## src/hw/rtl/rlkdr_pkg.sv

```systemverilog
// Shared types, constants and register codes for the resistor-ladder key debounce block.
package rlkdr_pkg;

    localparam int LINE_COUNT  = 4;
    localparam int SAMPLE_BITS = 12;
    localparam int LINE_W      = 2;
    localparam int LIDX_W      = (LINE_COUNT > 1) ? $clog2(LINE_COUNT) : 1;
    localparam int ZONE_W      = 2;
    localparam int KIND_W      = 2;
    localparam int TICK_W      = 32;
    localparam int THR_W       = 12;
    localparam int CMP_W       = (SAMPLE_BITS > THR_W) ? SAMPLE_BITS : THR_W;
    localparam int CNT_W       = 8;
    localparam int DUR_W       = 16;
    localparam int CFG_IDX_W   = 3;
    localparam int CFG_DATA_W  = 16;
    localparam int Q_DEPTH     = 4;
    localparam int Q_PTR_W     = $clog2(Q_DEPTH);
    localparam int Q_CNT_W     = $clog2(Q_DEPTH + 1);

    // Register indexes of the configuration port
    localparam logic [CFG_IDX_W-1:0] REG_NONE_THR  = 3'd0;
    localparam logic [CFG_IDX_W-1:0] REG_UPPER_THR = 3'd1;
    localparam logic [CFG_IDX_W-1:0] REG_LOWER_THR = 3'd2;
    localparam logic [CFG_IDX_W-1:0] REG_STABLE    = 3'd3;
    localparam logic [CFG_IDX_W-1:0] REG_LONG      = 3'd4;
    localparam logic [CFG_IDX_W-1:0] REG_HOLD      = 3'd5;
    localparam logic [CFG_IDX_W-1:0] REG_REPEAT    = 3'd6;

    // Register reset values
    localparam logic [THR_W-1:0] RST_NONE_THR  = 12'd3800;
    localparam logic [THR_W-1:0] RST_UPPER_THR = 12'd2500;
    localparam logic [THR_W-1:0] RST_LOWER_THR = 12'd1000;
    localparam logic [CNT_W-1:0] RST_STABLE    = 8'd3;
    localparam logic [DUR_W-1:0] RST_LONG      = 16'd1000;
    localparam logic [DUR_W-1:0] RST_HOLD      = 16'd500;
    localparam logic [DUR_W-1:0] RST_REPEAT    = 16'd150;

    // Zone codes
    localparam logic [ZONE_W-1:0] ZONE_NONE  = 2'd0;
    localparam logic [ZONE_W-1:0] ZONE_LOW   = 2'd1;
    localparam logic [ZONE_W-1:0] ZONE_MID   = 2'd2;
    localparam logic [ZONE_W-1:0] ZONE_HIGH  = 2'd3;

    // Event kinds
    localparam logic [KIND_W-1:0] KIND_PRESS  = 2'd0;
    localparam logic [KIND_W-1:0] KIND_REPEAT = 2'd1;
    localparam logic [KIND_W-1:0] KIND_LONG   = 2'd2;

    // Select key: control line, middle zone
    localparam logic [LINE_W-1:0] SEL_LINE = 2'd0;
    localparam logic [ZONE_W-1:0] SEL_ZONE = ZONE_MID;

    typedef struct packed {
        logic [THR_W-1:0] none_thr;
        logic [THR_W-1:0] upper_thr;
        logic [THR_W-1:0] lower_thr;
    } thr_cfg_t;

    typedef struct packed {
        logic [CNT_W-1:0] stable_count;
        logic [DUR_W-1:0] long_ticks;
        logic [DUR_W-1:0] hold_ticks;
        logic [DUR_W-1:0] repeat_ticks;
    } tim_cfg_t;

    // Classified request passed from front to back
    typedef struct packed {
        logic [LIDX_W-1:0] line;
        logic [ZONE_W-1:0] zone;
        logic [TICK_W-1:0] tick;
    } item_t;

endpackage

```

## src/hw/rtl/rlkdr_front.sv

```systemverilog
// Front end: accept sample requests, drop invalid lines and classify into zones.
module rlkdr_front (
    input  logic [rlkdr_pkg::LINE_W-1:0]      s_line_index,
    input  logic [rlkdr_pkg::SAMPLE_BITS-1:0] s_adc_sample,
    input  logic [rlkdr_pkg::TICK_W-1:0]      s_now_tick,
    input  logic                              s_valid,
    output logic                              s_ready,
    input  rlkdr_pkg::thr_cfg_t               thr_cfg,
    input  logic                              q_full,
    output logic                              push,
    output rlkdr_pkg::item_t                  push_item
);

    logic                             line_ok;
    logic [rlkdr_pkg::ZONE_W-1:0]     zone;
    logic [rlkdr_pkg::CMP_W-1:0]      smp;

    assign s_ready = !q_full;
    assign smp     = rlkdr_pkg::CMP_W'(s_adc_sample);
    assign line_ok = (32'(s_line_index) < rlkdr_pkg::LINE_COUNT);

    // Classify in the fixed order none, upper, lower
    always_comb begin
        if (smp >= rlkdr_pkg::CMP_W'(thr_cfg.none_thr)) begin
            zone = rlkdr_pkg::ZONE_NONE;
        end else if (smp >= rlkdr_pkg::CMP_W'(thr_cfg.upper_thr)) begin
            zone = rlkdr_pkg::ZONE_HIGH;
        end else if (smp >= rlkdr_pkg::CMP_W'(thr_cfg.lower_thr)) begin
            zone = rlkdr_pkg::ZONE_MID;
        end else begin
            zone = rlkdr_pkg::ZONE_LOW;
        end
    end

    // Queue only requests on an existing line
    assign push           = s_valid && s_ready && line_ok;
    assign push_item.line = rlkdr_pkg::LIDX_W'(s_line_index);
    assign push_item.zone = zone;
    assign push_item.tick = s_now_tick;

endmodule

```

## src/hw/rtl/rlkdr_queue.sv

```systemverilog
// Short request queue between the classifying front and the debounce back end.
module rlkdr_queue (
    input  logic             aclk,
    input  logic             aresetn,
    input  logic             push,
    input  rlkdr_pkg::item_t push_item,
    input  logic             pop,
    output rlkdr_pkg::item_t pop_item,
    output logic             not_empty,
    output logic             full
);

    rlkdr_pkg::item_t                  entry_reg [rlkdr_pkg::Q_DEPTH];
    logic [rlkdr_pkg::Q_PTR_W-1:0]     wr_ptr_reg, wr_ptr_next;
    logic [rlkdr_pkg::Q_PTR_W-1:0]     rd_ptr_reg, rd_ptr_next;
    logic [rlkdr_pkg::Q_CNT_W-1:0]     count_reg, count_next;

    assign not_empty = (count_reg != '0);
    assign full      = (32'(count_reg) == rlkdr_pkg::Q_DEPTH);
    assign pop_item  = entry_reg[rd_ptr_reg];

    // Advance pointers and fill count
    always_comb begin
        wr_ptr_next = wr_ptr_reg;
        rd_ptr_next = rd_ptr_reg;
        count_next  = count_reg;
        if (push) begin
            wr_ptr_next = wr_ptr_reg + 1'b1;
        end
        if (pop) begin
            rd_ptr_next = rd_ptr_reg + 1'b1;
        end
        if (push && !pop) begin
            count_next = count_reg + 1'b1;
        end else if (pop && !push) begin
            count_next = count_reg - 1'b1;
        end
    end

    always_ff @(posedge aclk) begin
        if (!aresetn) begin
            wr_ptr_reg <= '0;
            rd_ptr_reg <= '0;
            count_reg  <= '0;
        end else begin
            wr_ptr_reg <= wr_ptr_next;
            rd_ptr_reg <= rd_ptr_next;
            count_reg  <= count_next;
        end
    end

    // Hold queued requests
    always_ff @(posedge aclk) begin
        if (push) begin
            entry_reg[wr_ptr_reg] <= push_item;
        end
    end

endmodule

```

## src/hw/rtl/rlkdr_back.sv

```systemverilog
// Back end: per-line debounce, press, auto-repeat and long-press events with output register.
module rlkdr_back (
    input  logic                          aclk,
    input  logic                          aresetn,
    input  rlkdr_pkg::tim_cfg_t           tim_cfg,
    input  logic                          q_not_empty,
    input  rlkdr_pkg::item_t              q_item,
    output logic                          pop,
    output logic [rlkdr_pkg::LINE_W-1:0]  m_event_line,
    output logic [rlkdr_pkg::ZONE_W-1:0]  m_event_zone,
    output logic [rlkdr_pkg::KIND_W-1:0]  m_event_kind,
    output logic                          m_valid,
    input  logic                          m_ready
);

    // Per-line state
    logic [rlkdr_pkg::ZONE_W-1:0] stab_reg  [rlkdr_pkg::LINE_COUNT];
    logic [rlkdr_pkg::ZONE_W-1:0] cand_reg  [rlkdr_pkg::LINE_COUNT];
    logic [rlkdr_pkg::CNT_W-1:0]  cnt_reg   [rlkdr_pkg::LINE_COUNT];
    logic [rlkdr_pkg::TICK_W-1:0] press_reg [rlkdr_pkg::LINE_COUNT];
    logic [rlkdr_pkg::TICK_W-1:0] rep_reg   [rlkdr_pkg::LINE_COUNT];
    logic                         long_reg  [rlkdr_pkg::LINE_COUNT];

    logic [rlkdr_pkg::ZONE_W-1:0] stab_next, cand_next;
    logic [rlkdr_pkg::CNT_W-1:0]  cnt_next;
    logic [rlkdr_pkg::TICK_W-1:0] press_next, rep_next;
    logic                         long_next;
    logic                         event_hit;
    logic [rlkdr_pkg::KIND_W-1:0] event_kind;

    logic [rlkdr_pkg::LIDX_W-1:0] ln;
    logic [rlkdr_pkg::ZONE_W-1:0] stab, cand;
    logic [rlkdr_pkg::CNT_W-1:0]  cnt;
    logic [rlkdr_pkg::TICK_W-1:0] held, since_rep;
    logic                         is_select;

    logic                         valid_reg;
    logic [rlkdr_pkg::LINE_W-1:0] line_reg;
    logic [rlkdr_pkg::ZONE_W-1:0] zone_reg;
    logic [rlkdr_pkg::KIND_W-1:0] kind_reg;

    assign ln        = q_item.line;
    assign stab      = stab_reg[ln];
    assign cand      = cand_reg[ln];
    assign cnt       = cnt_reg[ln];
    assign held      = q_item.tick - press_reg[ln];
    assign since_rep = q_item.tick - rep_reg[ln];
    assign is_select = (rlkdr_pkg::LINE_W'(ln) == rlkdr_pkg::SEL_LINE)
                       && (stab == rlkdr_pkg::SEL_ZONE);

    // Take the next request whenever the output register is free or drains
    assign pop = q_not_empty && (!valid_reg || m_ready);

    // Debounce the zone and decide the event
    always_comb begin
        stab_next  = stab;
        cand_next  = cand;
        cnt_next   = cnt;
        press_next = press_reg[ln];
        rep_next   = rep_reg[ln];
        long_next  = long_reg[ln];
        event_hit  = 1'b0;
        event_kind = rlkdr_pkg::KIND_PRESS;

        if (q_item.zone == cand) begin
            if (cnt < tim_cfg.stable_count) begin
                cnt_next = cnt + 1'b1;
            end
        end else begin
            cand_next = q_item.zone;
            cnt_next  = '0;
        end

        if ((cnt_next >= tim_cfg.stable_count) && (cand_next != stab)) begin
            stab_next = cand_next;
            if (cand_next != rlkdr_pkg::ZONE_NONE) begin
                press_next = q_item.tick;
                rep_next   = q_item.tick;
                long_next  = 1'b0;
                event_hit  = 1'b1;
                event_kind = rlkdr_pkg::KIND_PRESS;
            end
        end else if ((stab != rlkdr_pkg::ZONE_NONE) && (cand_next == stab)) begin
            if (is_select) begin
                if (!long_reg[ln] && (held >= rlkdr_pkg::TICK_W'(tim_cfg.long_ticks))) begin
                    long_next  = 1'b1;
                    event_hit  = 1'b1;
                    event_kind = rlkdr_pkg::KIND_LONG;
                end
            end else if ((held >= rlkdr_pkg::TICK_W'(tim_cfg.hold_ticks))
                         && (since_rep >= rlkdr_pkg::TICK_W'(tim_cfg.repeat_ticks))) begin
                rep_next   = q_item.tick;
                event_hit  = 1'b1;
                event_kind = rlkdr_pkg::KIND_REPEAT;
            end
        end
    end

    // Update the state of the line in hand
    always_ff @(posedge aclk) begin
        if (!aresetn) begin
            for (int i = 0; i < rlkdr_pkg::LINE_COUNT; i++) begin
                stab_reg[i]  <= rlkdr_pkg::ZONE_NONE;
                cand_reg[i]  <= rlkdr_pkg::ZONE_NONE;
                cnt_reg[i]   <= '0;
                press_reg[i] <= '0;
                rep_reg[i]   <= '0;
                long_reg[i]  <= 1'b0;
            end
        end else if (pop) begin
            stab_reg[ln]  <= stab_next;
            cand_reg[ln]  <= cand_next;
            cnt_reg[ln]   <= cnt_next;
            press_reg[ln] <= press_next;
            rep_reg[ln]   <= rep_next;
            long_reg[ln]  <= long_next;
        end
    end

    // Hold the result until it is taken
    always_ff @(posedge aclk) begin
        if (!aresetn) begin
            valid_reg <= 1'b0;
        end else if (pop) begin
            valid_reg <= event_hit;
        end else if (m_ready) begin
            valid_reg <= 1'b0;
        end
    end

    always_ff @(posedge aclk) begin
        if (pop) begin
            line_reg <= rlkdr_pkg::LINE_W'(ln);
            zone_reg <= stab_next;
            kind_reg <= event_kind;
        end
    end

    assign m_valid      = valid_reg;
    assign m_event_line = line_reg;
    assign m_event_zone = zone_reg;
    assign m_event_kind = kind_reg;

endmodule

```

## src/hw/rtl/resistor_ladder_key_debounce_repeat.sv

```systemverilog
// Accepted requests are queued; the output register takes a result when its request is popped.
// Throughput: one sample request per cycle while the queue is not full; the back end retires one
// queued request each cycle while the output register is empty or its result is being taken.
// A four-entry request queue sits between classification and the per-line state update.
// Reset (aresetn low, synchronous): registers return to their defaults, all per-line state
// clears to no key, the queue empties and no result is shown.
module resistor_ladder_key_debounce_repeat (
    input  logic                                  aclk,
    input  logic                                  aresetn,
    input  logic                                  cfg_we,
    input  logic [rlkdr_pkg::CFG_IDX_W-1:0]       cfg_index,
    input  logic [rlkdr_pkg::CFG_DATA_W-1:0]      cfg_wdata,
    input  logic                                  s_valid,
    output logic                                  s_ready,
    input  logic [rlkdr_pkg::LINE_W-1:0]          s_line_index,
    input  logic [rlkdr_pkg::SAMPLE_BITS-1:0]     s_adc_sample,
    input  logic [rlkdr_pkg::TICK_W-1:0]          s_now_tick,
    output logic                                  m_valid,
    input  logic                                  m_ready,
    output logic [rlkdr_pkg::LINE_W-1:0]          m_event_line,
    output logic [rlkdr_pkg::ZONE_W-1:0]          m_event_zone,
    output logic [rlkdr_pkg::KIND_W-1:0]          m_event_kind
);

    rlkdr_pkg::thr_cfg_t thr_cfg_reg;
    rlkdr_pkg::tim_cfg_t tim_cfg_reg;

    logic             q_full;
    logic             q_not_empty;
    logic             push;
    logic             pop;
    rlkdr_pkg::item_t push_item;
    rlkdr_pkg::item_t pop_item;

    // Write configuration registers; drop unknown indexes
    always_ff @(posedge aclk) begin
        if (!aresetn) begin
            thr_cfg_reg.none_thr     <= rlkdr_pkg::RST_NONE_THR;
            thr_cfg_reg.upper_thr    <= rlkdr_pkg::RST_UPPER_THR;
            thr_cfg_reg.lower_thr    <= rlkdr_pkg::RST_LOWER_THR;
            tim_cfg_reg.stable_count <= rlkdr_pkg::RST_STABLE;
            tim_cfg_reg.long_ticks   <= rlkdr_pkg::RST_LONG;
            tim_cfg_reg.hold_ticks   <= rlkdr_pkg::RST_HOLD;
            tim_cfg_reg.repeat_ticks <= rlkdr_pkg::RST_REPEAT;
        end else if (cfg_we) begin
            case (cfg_index)
                rlkdr_pkg::REG_NONE_THR: begin
                    thr_cfg_reg.none_thr <= rlkdr_pkg::THR_W'(cfg_wdata);
                end
                rlkdr_pkg::REG_UPPER_THR: begin
                    thr_cfg_reg.upper_thr <= rlkdr_pkg::THR_W'(cfg_wdata);
                end
                rlkdr_pkg::REG_LOWER_THR: begin
                    thr_cfg_reg.lower_thr <= rlkdr_pkg::THR_W'(cfg_wdata);
                end
                rlkdr_pkg::REG_STABLE: begin
                    tim_cfg_reg.stable_count <= rlkdr_pkg::CNT_W'(cfg_wdata);
                end
                rlkdr_pkg::REG_LONG: begin
                    tim_cfg_reg.long_ticks <= rlkdr_pkg::DUR_W'(cfg_wdata);
                end
                rlkdr_pkg::REG_HOLD: begin
                    tim_cfg_reg.hold_ticks <= rlkdr_pkg::DUR_W'(cfg_wdata);
                end
                rlkdr_pkg::REG_REPEAT: begin
                    tim_cfg_reg.repeat_ticks <= rlkdr_pkg::DUR_W'(cfg_wdata);
                end
                default: begin
                end
            endcase
        end
    end

    rlkdr_front u_front (
        .s_line_index (s_line_index),
        .s_adc_sample (s_adc_sample),
        .s_now_tick   (s_now_tick),
        .s_valid      (s_valid),
        .s_ready      (s_ready),
        .thr_cfg      (thr_cfg_reg),
        .q_full       (q_full),
        .push         (push),
        .push_item    (push_item)
    );

    rlkdr_queue u_queue (
        .aclk      (aclk),
        .aresetn   (aresetn),
        .push      (push),
        .push_item (push_item),
        .pop       (pop),
        .pop_item  (pop_item),
        .not_empty (q_not_empty),
        .full      (q_full)
    );

    rlkdr_back u_back (
        .aclk         (aclk),
        .aresetn      (aresetn),
        .tim_cfg      (tim_cfg_reg),
        .q_not_empty  (q_not_empty),
        .q_item       (pop_item),
        .pop          (pop),
        .m_event_line (m_event_line),
        .m_event_zone (m_event_zone),
        .m_event_kind (m_event_kind),
        .m_valid      (m_valid),
        .m_ready      (m_ready)
    );

endmodule

```

## config.mk

```make
export PLATFORM = sky130hd
export DESIGN_NAME = resistor_ladder_key_debounce_repeat
export DESIGN_NICKNAME = d
export VERILOG_FILES = /design/src/hw/rtl/rlkdr_pkg.sv /design/src/hw/rtl/rlkdr_front.sv /design/src/hw/rtl/rlkdr_queue.sv /design/src/hw/rtl/rlkdr_back.sv /design/src/hw/rtl/resistor_ladder_key_debounce_repeat.sv
export SDC_FILE = /design/constraint.sdc
export NUM_CORES = 1
export LEC_CHECK = 0
export BUFFER_PORTS_ARGS = -buffer_cell sky130_fd_sc_hd__buf_4
export CELL_PAD_IN_SITES_DETAIL_PLACEMENT = 0
export CELL_PAD_IN_SITES_GLOBAL_PLACEMENT = 1
export CORE_UTILIZATION = 52
export CTS_BUF_LIST = sky130_fd_sc_hd__clkbuf_8
export CTS_CLUSTER_DIAMETER = 80
export DETAILED_ROUTE_END_ITERATION = 8
export GPL_ROUTABILITY_DRIVEN = 0
export GPL_TIMING_DRIVEN = 0
export PLACE_DENSITY_LB_ADDON = 0.1
export SLEW_MARGIN = 10
export SYNTH_ARGS = -nofsm -noshare
export SYNTH_HDL_FRONTEND = slang
export SYNTH_SLANG_ARGS = --single-unit
```

## constraint.sdc

```tcl
create_clock -name aclk -period 7.45 [get_ports aclk]
set_input_delay 1.49 -clock aclk [delete_from_list [all_inputs] [get_ports aclk]]
set_output_delay 1.49 -clock aclk [all_outputs]
set_load 0.05 [all_outputs]
```

Word-level counts from Yosys, hierarchy flattened
Memory sizes are Yosys's and may differ from the RTL's. A register that Yosys moved wholly into a read port is not among the register bits. Cells that the tools add are included.

Muxes and demuxes: 58. $lt $le $gt $ge: 8. Equal/unequal tests: 11. Bitwise operators: 1. Reductions and logical operators: 36. $add $sub $neg: 7.

Operators by type and width (number): two-way mux 32 bit (9); >= comparator 32 x 16 -> 1 bit (3); OR reduction 32 bit (2); subtractor 32 bit (2); >= comparator 12 bit (3); two-way mux 2 bit (17); two-way mux 1 bit (27); two-way mux 8 bit (3); AND reduction 2 bit (7); == test 3 bit, second input constant (4); logical AND 1 bit (9); adder 8 x 1 -> 8 bit, second input constant (1); >= comparator 8 bit (1); < comparator 8 bit (1); nonzero test 2 bit (4); OR reduction 8 bit (1); == test 3 x 2 -> 1 bit, second input constant (2); two-way mux 3 bit (2); OR reduction 2 bit (3); logical NOT 1 bit (5); adder 2 x 1 -> 2 bit, second input constant (2); == test 2 bit (2); adder 3 x 1 -> 3 bit, second input constant (1); == test 3 x 1 -> 1 bit, second input constant (1); 9 further kinds (9).

Memories: 7. Output and inout bits: 8. Bits in registers: 106. Input bits: 70. Bits in writable memories: 452. Word-level logic and storage cells: 142.

Memories: u_queue.entry_reg (depth 4, bits a word 36, read ports 1, clocked after memory_dff 1, wr ports 1, RTL line rlkdr_queue.sv:13) `rlkdr_pkg::item_t entry_reg [rlkdr_pkg::Q_DEPTH];`; u_back.press_reg (depth 4, bits a word 32, read ports 1, clocked after memory_dff 0, wr ports 4, RTL line rlkdr_back.sv:20) `logic [rlkdr_pkg::TICK_W-1:0] press_reg [rlkdr_pkg::LINE_COUNT];`; u_back.rep_reg (depth 4, bits a word 32, read ports 1, clocked after memory_dff 0, wr ports 4, RTL line rlkdr_back.sv:21) `logic [rlkdr_pkg::TICK_W-1:0] rep_reg [rlkdr_pkg::LINE_COUNT];`; u_back.cnt_reg (depth 4, bits a word 8, read ports 1, clocked after memory_dff 0, wr ports 4, RTL line rlkdr_back.sv:19) `logic [rlkdr_pkg::CNT_W-1:0] cnt_reg [rlkdr_pkg::LINE_COUNT];`; u_back.cand_reg (depth 4, bits a word 2, read ports 1, clocked after memory_dff 0, wr ports 4, RTL line rlkdr_back.sv:18) `logic [rlkdr_pkg::ZONE_W-1:0] cand_reg [rlkdr_pkg::LINE_COUNT];`; u_back.stab_reg (depth 4, bits a word 2, read ports 1, clocked after memory_dff 0, wr ports 4, RTL line rlkdr_back.sv:17) `logic [rlkdr_pkg::ZONE_W-1:0] stab_reg [rlkdr_pkg::LINE_COUNT];`; 1 more memories.

Longest topological paths before layout
An unclocked memory read counts as a cell.

Word-level depth: 9. Depth in mapped cells: 33. Gate-level depth less buffers: 26.

Cells and area by module
A second synthesis with hierarchy kept.

Cell total of the unflattened synthesis: 2706. Area, all modules: 31337.6 µm².

Modules (own cells, without submodules): rlkdr_back (cells each 1976, area an instance 20912.6 µm², instances 1, sequential area each 9419.0 µm²); rlkdr_queue (cells each 231, area an instance 5695.5 µm², instances 1, sequential area each 4504.3 µm²); resistor_ladder_key_debounce_repeat (cells each 342, area an instance 3579.7 µm², instances 1, sequential area each 1841.8 µm²); rlkdr_front (cells each 157, area an instance 1149.9 µm², instances 1, sequential area each 0.0 µm²).

Worst setup path after synthesis
Ideal clock, no wire load.

Kind: flip-flop to flip-flop. Start point: register (tool-made name). End point: memory u_back.rep_reg[3][10] (netlist bit), data pin. Buffers on the path: 6. Period minus slack after synthesis: 6853 ps. Slack: 597 ps. Setup time: 260 ps. Arrival time: 6593 ps. Required time: 7190 ps. Stages on the path, launching flop included: 30. Cells stage by stage: dfxtp_1 > buf_6 > mux4_2 > buf_6 > buf_2 > clkbuf_1 > clkbuf_1 > mux2i_1 > nor2_1 > nor2_1 > inv_1 > ha_1 > fa_1 > nand2b_1 > a21o_1 > a2111o_1 > nand2_1 > xor2_1 > ha_1 > a21oi_1 > nand2_1 > a2111o_1 > nor3_1 > o311ai_0 > a2111oi_0 > and4_1 > a41oi_2 > nand2_2 > buf_4 > mux2_2.

RTL lines (RTL line): to (decl) (rlkdr_back.sv:21).

==> insert_results.sql <==
INSERT INTO impl_metrics (metric_group, metric, value, unit) VALUES
('synthesis', 'area_share_of_the_largest_cell_type_after_synthesis', '43.38', '%'),
('synthesis', 'synth_most_common_cell', 'sky130_fd_sc_hd__edfxtp_1', ''),
('synthesis', 'synth-warning-count', '0', ''),
('cells_and_area', 'flip_flop_count_of_the_largest_register_all_copies_and_words_added', '144', ''),
('synthesis', 'postSynthNetCount', '3296', ''),
('timing', 'final_period_minus_worst_setup_slack', '7.175', 'ns'),
('floorplanning', 'row_count', '89', ''),
('clock_tree', 'ctsRootBufferMaster', 'sky130_fd_sc_hd__clkbuf_8', ''),
('detailed_routing', 'detailedRoute.firstPassIterationCount', '6', ''),
('synthesis', 'synthDominantAreaCellType', 'sky130_fd_sc_hd__edfxtp_1', ''),
('clock_tree', 'tritoncts', 'yes', ''),
('floorplanning', 'initial_utilization', '52.97', '%'),
('worst_setup_path', 'cpPeakStageDelay', '0.56', 'ns'),
('worst_setup_path', 'worstSetupStartpointType', 'register', ''),
('grt', 'first_pass_grt_wire_length', '144.4', 'mm'),
('worst_setup_path', 'worstSetupEndpointType', 'register', ''),
('worst_setup_path', 'worst-endpoint-required', '7.90', 'ns'),
('grt', 'via_count_of_the_first_global_routing_pass', '24240', ''),
('cells_and_area', 'final_layout_size_suffix_gt1_share', '15.04', '%'),
('cells_and_area', 'num-nets-final', '3505', ''),
('synthesis', 'postSynthRegisterBits', '560', ''),
('grt', 'antenna_found_initial', '1', ''),
('detailed_routing', 'detail_route.drc_violations', '0', ''),
('detailed_routing', 'final_antenna_net_count', '0', ''),
('cells_and_area', 'final-seq-area', '15770', 'µm²'),
('cells_and_area', 'finish.cell_count_without_fillers', '4118', ''),
('worst_setup_path', 'critical_path_buf_inv_count', '6', ''),
('clock_tree', 'tritoncts_num_sinks', '560', ''),
('floorplanning', 'placeable_core_region', '59460', 'µm²'),
('worst_setup_path', 'critical-path-top-delay-family', 'compound AO/OA/AOI/OAI gates', ''),
('synthesis', 'synthArstFlopShare', '0', '%'),
('floorplanning', 'chipHeight', '248.1', 'µm'),
('worst_setup_path', 'critPathKind', 'register to register', ''),
('place', 'dp_hpwl', '69.54', 'mm'),
('timing', 'layout_worst_path_cycle_share', '96.31', '%'),
('detailed_routing', 'routed_wire_length_per_instance', '23.31', 'µm'),
('min_path', 'worst_hold_path_type', 'register to register', ''),
('timing', 'timing.slew.headroom', '13.63', '%'),
('detailed_routing', 'totalWireLength', '95.98', 'mm'),
('worst_setup_path', 'reg2reg_depth', '27', ''),
('detailed_routing', 'vias_per_cell', '6.005', ''),
('cells_and_area', 'area_growth_syn_to_layout', '13.24', '%'),
('synthesis', 'syn_avg_cell_area', '10.31', 'µm²'),
('timing', 'rsz0062_at_grt', 'no', ''),
('min_path', 'hp-start', 'thr_cfg_reg[16]', ''),
('synthesis', 'synth.distinct_cells', '76', ''),
('synthesis', 'seq_area_frac_synth', '50.05', '%'),
('timing', 'final_hold_viol_count', '0', ''),
('min_path', 'timing.hold.worst_path_depth', '2', ''),
('timing', 'timing.clock.skew', '0.04212', 'ns'),
('worst_setup_path', 'arrival', '7.63', 'ns'),
('min_path', 'min_delay_worst_endpoint', 'thr_cfg_reg[16]', ''),
('worst_setup_path', 'crit_path_max_fanout', '19', ''),
('grt', 'grt_usage', '31.20', '%'),
('synthesis', 'synth-edff-count', '455', ''),
('cells_and_area', 'filler_cell_count', '5039', ''),
('place', 'post-place-cells', '3933', ''),
('detailed_routing', 'vias', '24730', ''),
('grt', 'grt_start_max_net_pins', '52', ''),
('worst_setup_path', 'slowest_stage', 'sky130_fd_sc_hd__mux4_2', ''),
('cells_and_area', 'multi_input_area', '14540', 'µm²'),
('timing', 'setup-violations-final', '0', ''),
('synthesis', 'syn-cell-area', '31500', 'µm²'),
('clock_tree', 'tritoncts.num_buffers', '96', ''),
('synthesis', 'synth_cells', '3056', ''),
('run_status', 'outcome', 'complete, no violations', ''),
('grt', 'globalRoute.totalOverflow', '0', ''),
('timing', 'max_freq', '139.4', 'MHz'),
('clock_tree', 'cts.clk_slew.worst_paths', '0.06', 'ns'),
('clock_tree', 'ctsLongestPathBuffers', '3', ''),
('synthesis', 'synth_top_cells_by_count', 'sky130_fd_sc_hd__edfxtp_1 (455), sky130_fd_sc_hd__nor2_1 (432), sky130_fd_sc_hd__nand2_1 (306)', '');
[cell families (layout without fill, tap and decap cells)]
| family | after synthesis | after routing | share of synthesized area (%) |
|---|---|---|---|
| buffers and inverters | 356 | 644 | 4.560 |
| AO/OA/AOI/OAI | 721 | 721 | 14.72 |
| AND/OR/NAND/NOR | 918 | 918 | 12.30 |
| other | 0 | 1 | 0 |
| multiplexers | 279 | 279 | 10.10 |
| XOR/XNOR | 52 | 52 | 1.446 |
| adder cells (fa/ha/maj) | 170 | 170 | 6.824 |
| flip-flops | 560 | 560 | 50.05 |
[final cells by class]
class	instances	area share (%)
sequential	560	44.20
multi-input combinational	2140	40.77
clock buffer	100	3.859
timing repair buffer	113	2.869
tap	773	2.712
buffer	181	2.445
inverter	173	1.828
clock inverter	77	1.312
antenna	1	0.007016
[stage by stage]
| step | hold slack, ns | utilization (%) | TNS, ns | setup WS [ns] | area (µm²) |
|---|---|---|---|---|---|
| 2_1_floorplan | 0.4435 | - | 0 | 0.5973 | 31500 |
| 3_3_place_gp | 0.4513 | 55.54 | -512.20 | -2.258 | 33030 |
| 3_5_place_dp | 0.4582 | 56.27 | -371.08 | -2.166 | 33460 |
| 4_1_cts | 0.4663 | 59.67 | 0 | 0.008313 | 35480 |
| 5_1_grt | 0.4889 | 59.98 | 0 | 0.002098 | 35670 |
| 6_report | 0.4663 | 59.98 | 0 | 0.2747 | 35670 |
[metal layers]
layer	vias to the layer above	share of wire [%]	track usage, %
met5	-	0	0
met4	0	3.9	13.34
met3	176	7.9	4.902
met2	1046	45	48.80
met1	12030	43	43.06
li1	11470	-	-
[worst register-to-register path, stage by stage (launching register included)]
cell	delay (ns)
sky130_fd_sc_hd__dfxtp_1	0.33
sky130_fd_sc_hd__buf_6	0.14
sky130_fd_sc_hd__mux4_2	0.56
sky130_fd_sc_hd__buf_6	0.22
sky130_fd_sc_hd__clkbuf_8	0.23
sky130_fd_sc_hd__clkbuf_4	0.27
sky130_fd_sc_hd__mux2i_1	0.20
sky130_fd_sc_hd__nor2_1	0.09
sky130_fd_sc_hd__a21oi_4	0.23
sky130_fd_sc_hd__inv_1	0.18
sky130_fd_sc_hd__fa_1	0.45
sky130_fd_sc_hd__nand2b_1	0.19
sky130_fd_sc_hd__a21o_1	0.21
sky130_fd_sc_hd__a2111o_1	0.45
sky130_fd_sc_hd__nand2_1	0.10
sky130_fd_sc_hd__xor2_1	0.16
sky130_fd_sc_hd__ha_1	0.27
sky130_fd_sc_hd__a21oi_1	0.14
sky130_fd_sc_hd__nand2_1	0.07
sky130_fd_sc_hd__a2111o_1	0.42
sky130_fd_sc_hd__nor3_2	0.22
sky130_fd_sc_hd__o311ai_2	0.18
sky130_fd_sc_hd__a2111oi_1	0.30
sky130_fd_sc_hd__and4_2	0.32
sky130_fd_sc_hd__a41oi_2	0.17
sky130_fd_sc_hd__nand2_4	0.23
sky130_fd_sc_hd__buf_4	0.24
sky130_fd_sc_hd__mux2_2	0.36
[cell usage in the layout (no fill, tap or decap), types with 24 or more instances in the layout]
| cell | Yosys | layout |
|---|---|---|
| sky130_fd_sc_hd__nand3_1 | 25 | 25 |
| sky130_fd_sc_hd__o211ai_1 | 52 | 52 |
| sky130_fd_sc_hd__o31ai_1 | 98 | 98 |
| sky130_fd_sc_hd__clkbuf_8 | 0 | 101 |
| sky130_fd_sc_hd__xnor2_1 | 29 | 29 |
| sky130_fd_sc_hd__o21ai_1 | 3 | 29 |
| sky130_fd_sc_hd__ha_1 | 167 | 167 |
| sky130_fd_sc_hd__buf_6 | 8 | 24 |
| sky130_fd_sc_hd__a21boi_0 | 60 | 59 |
| sky130_fd_sc_hd__mux2_2 | 118 | 118 |
| sky130_fd_sc_hd__dfxtp_1 | 105 | 105 |
| sky130_fd_sc_hd__nor2_1 | 432 | 430 |
| sky130_fd_sc_hd__clkbuf_1 | 127 | 112 |
| sky130_fd_sc_hd__mux2i_1 | 136 | 136 |
| sky130_fd_sc_hd__buf_4 | 3 | 99 |
| sky130_fd_sc_hd__edfxtp_1 | 455 | 455 |
| sky130_fd_sc_hd__a21oi_1 | 168 | 152 |
| sky130_fd_sc_hd__o21ai_0 | 181 | 152 |
| sky130_fd_sc_hd__nand2_1 | 306 | 302 |
| sky130_fd_sc_hd__a21o_1 | 58 | 58 |
| sky130_fd_sc_hd__inv_1 | 172 | 205 |
[timing repair]
action	4_1_cts	5_1_grt
resized for setup	62	37
setup buffers	1	7
setup endpoints to repair	273	135
hold buffers	0	0
pin swaps	1	5
[worst max-delay path by stage]
stage	end	from	cells after the start
after floorplan	u_back.rep_reg[3][10]	register	29
after global placement	u_back.rep_reg[0][20]	register	32
after detailed placement	u_back.rep_reg[3][22]	register	31
after CTS	u_back.rep_reg[3][20]	register	28
after global routing	u_back.rep_reg[1][21]	register	28
final	u_back.rep_reg[3][28]	register	27
Power is left out: the tool's default activity adds up to more than one toggle a clock period on the data nets, which glitch-free logic cannot reach.
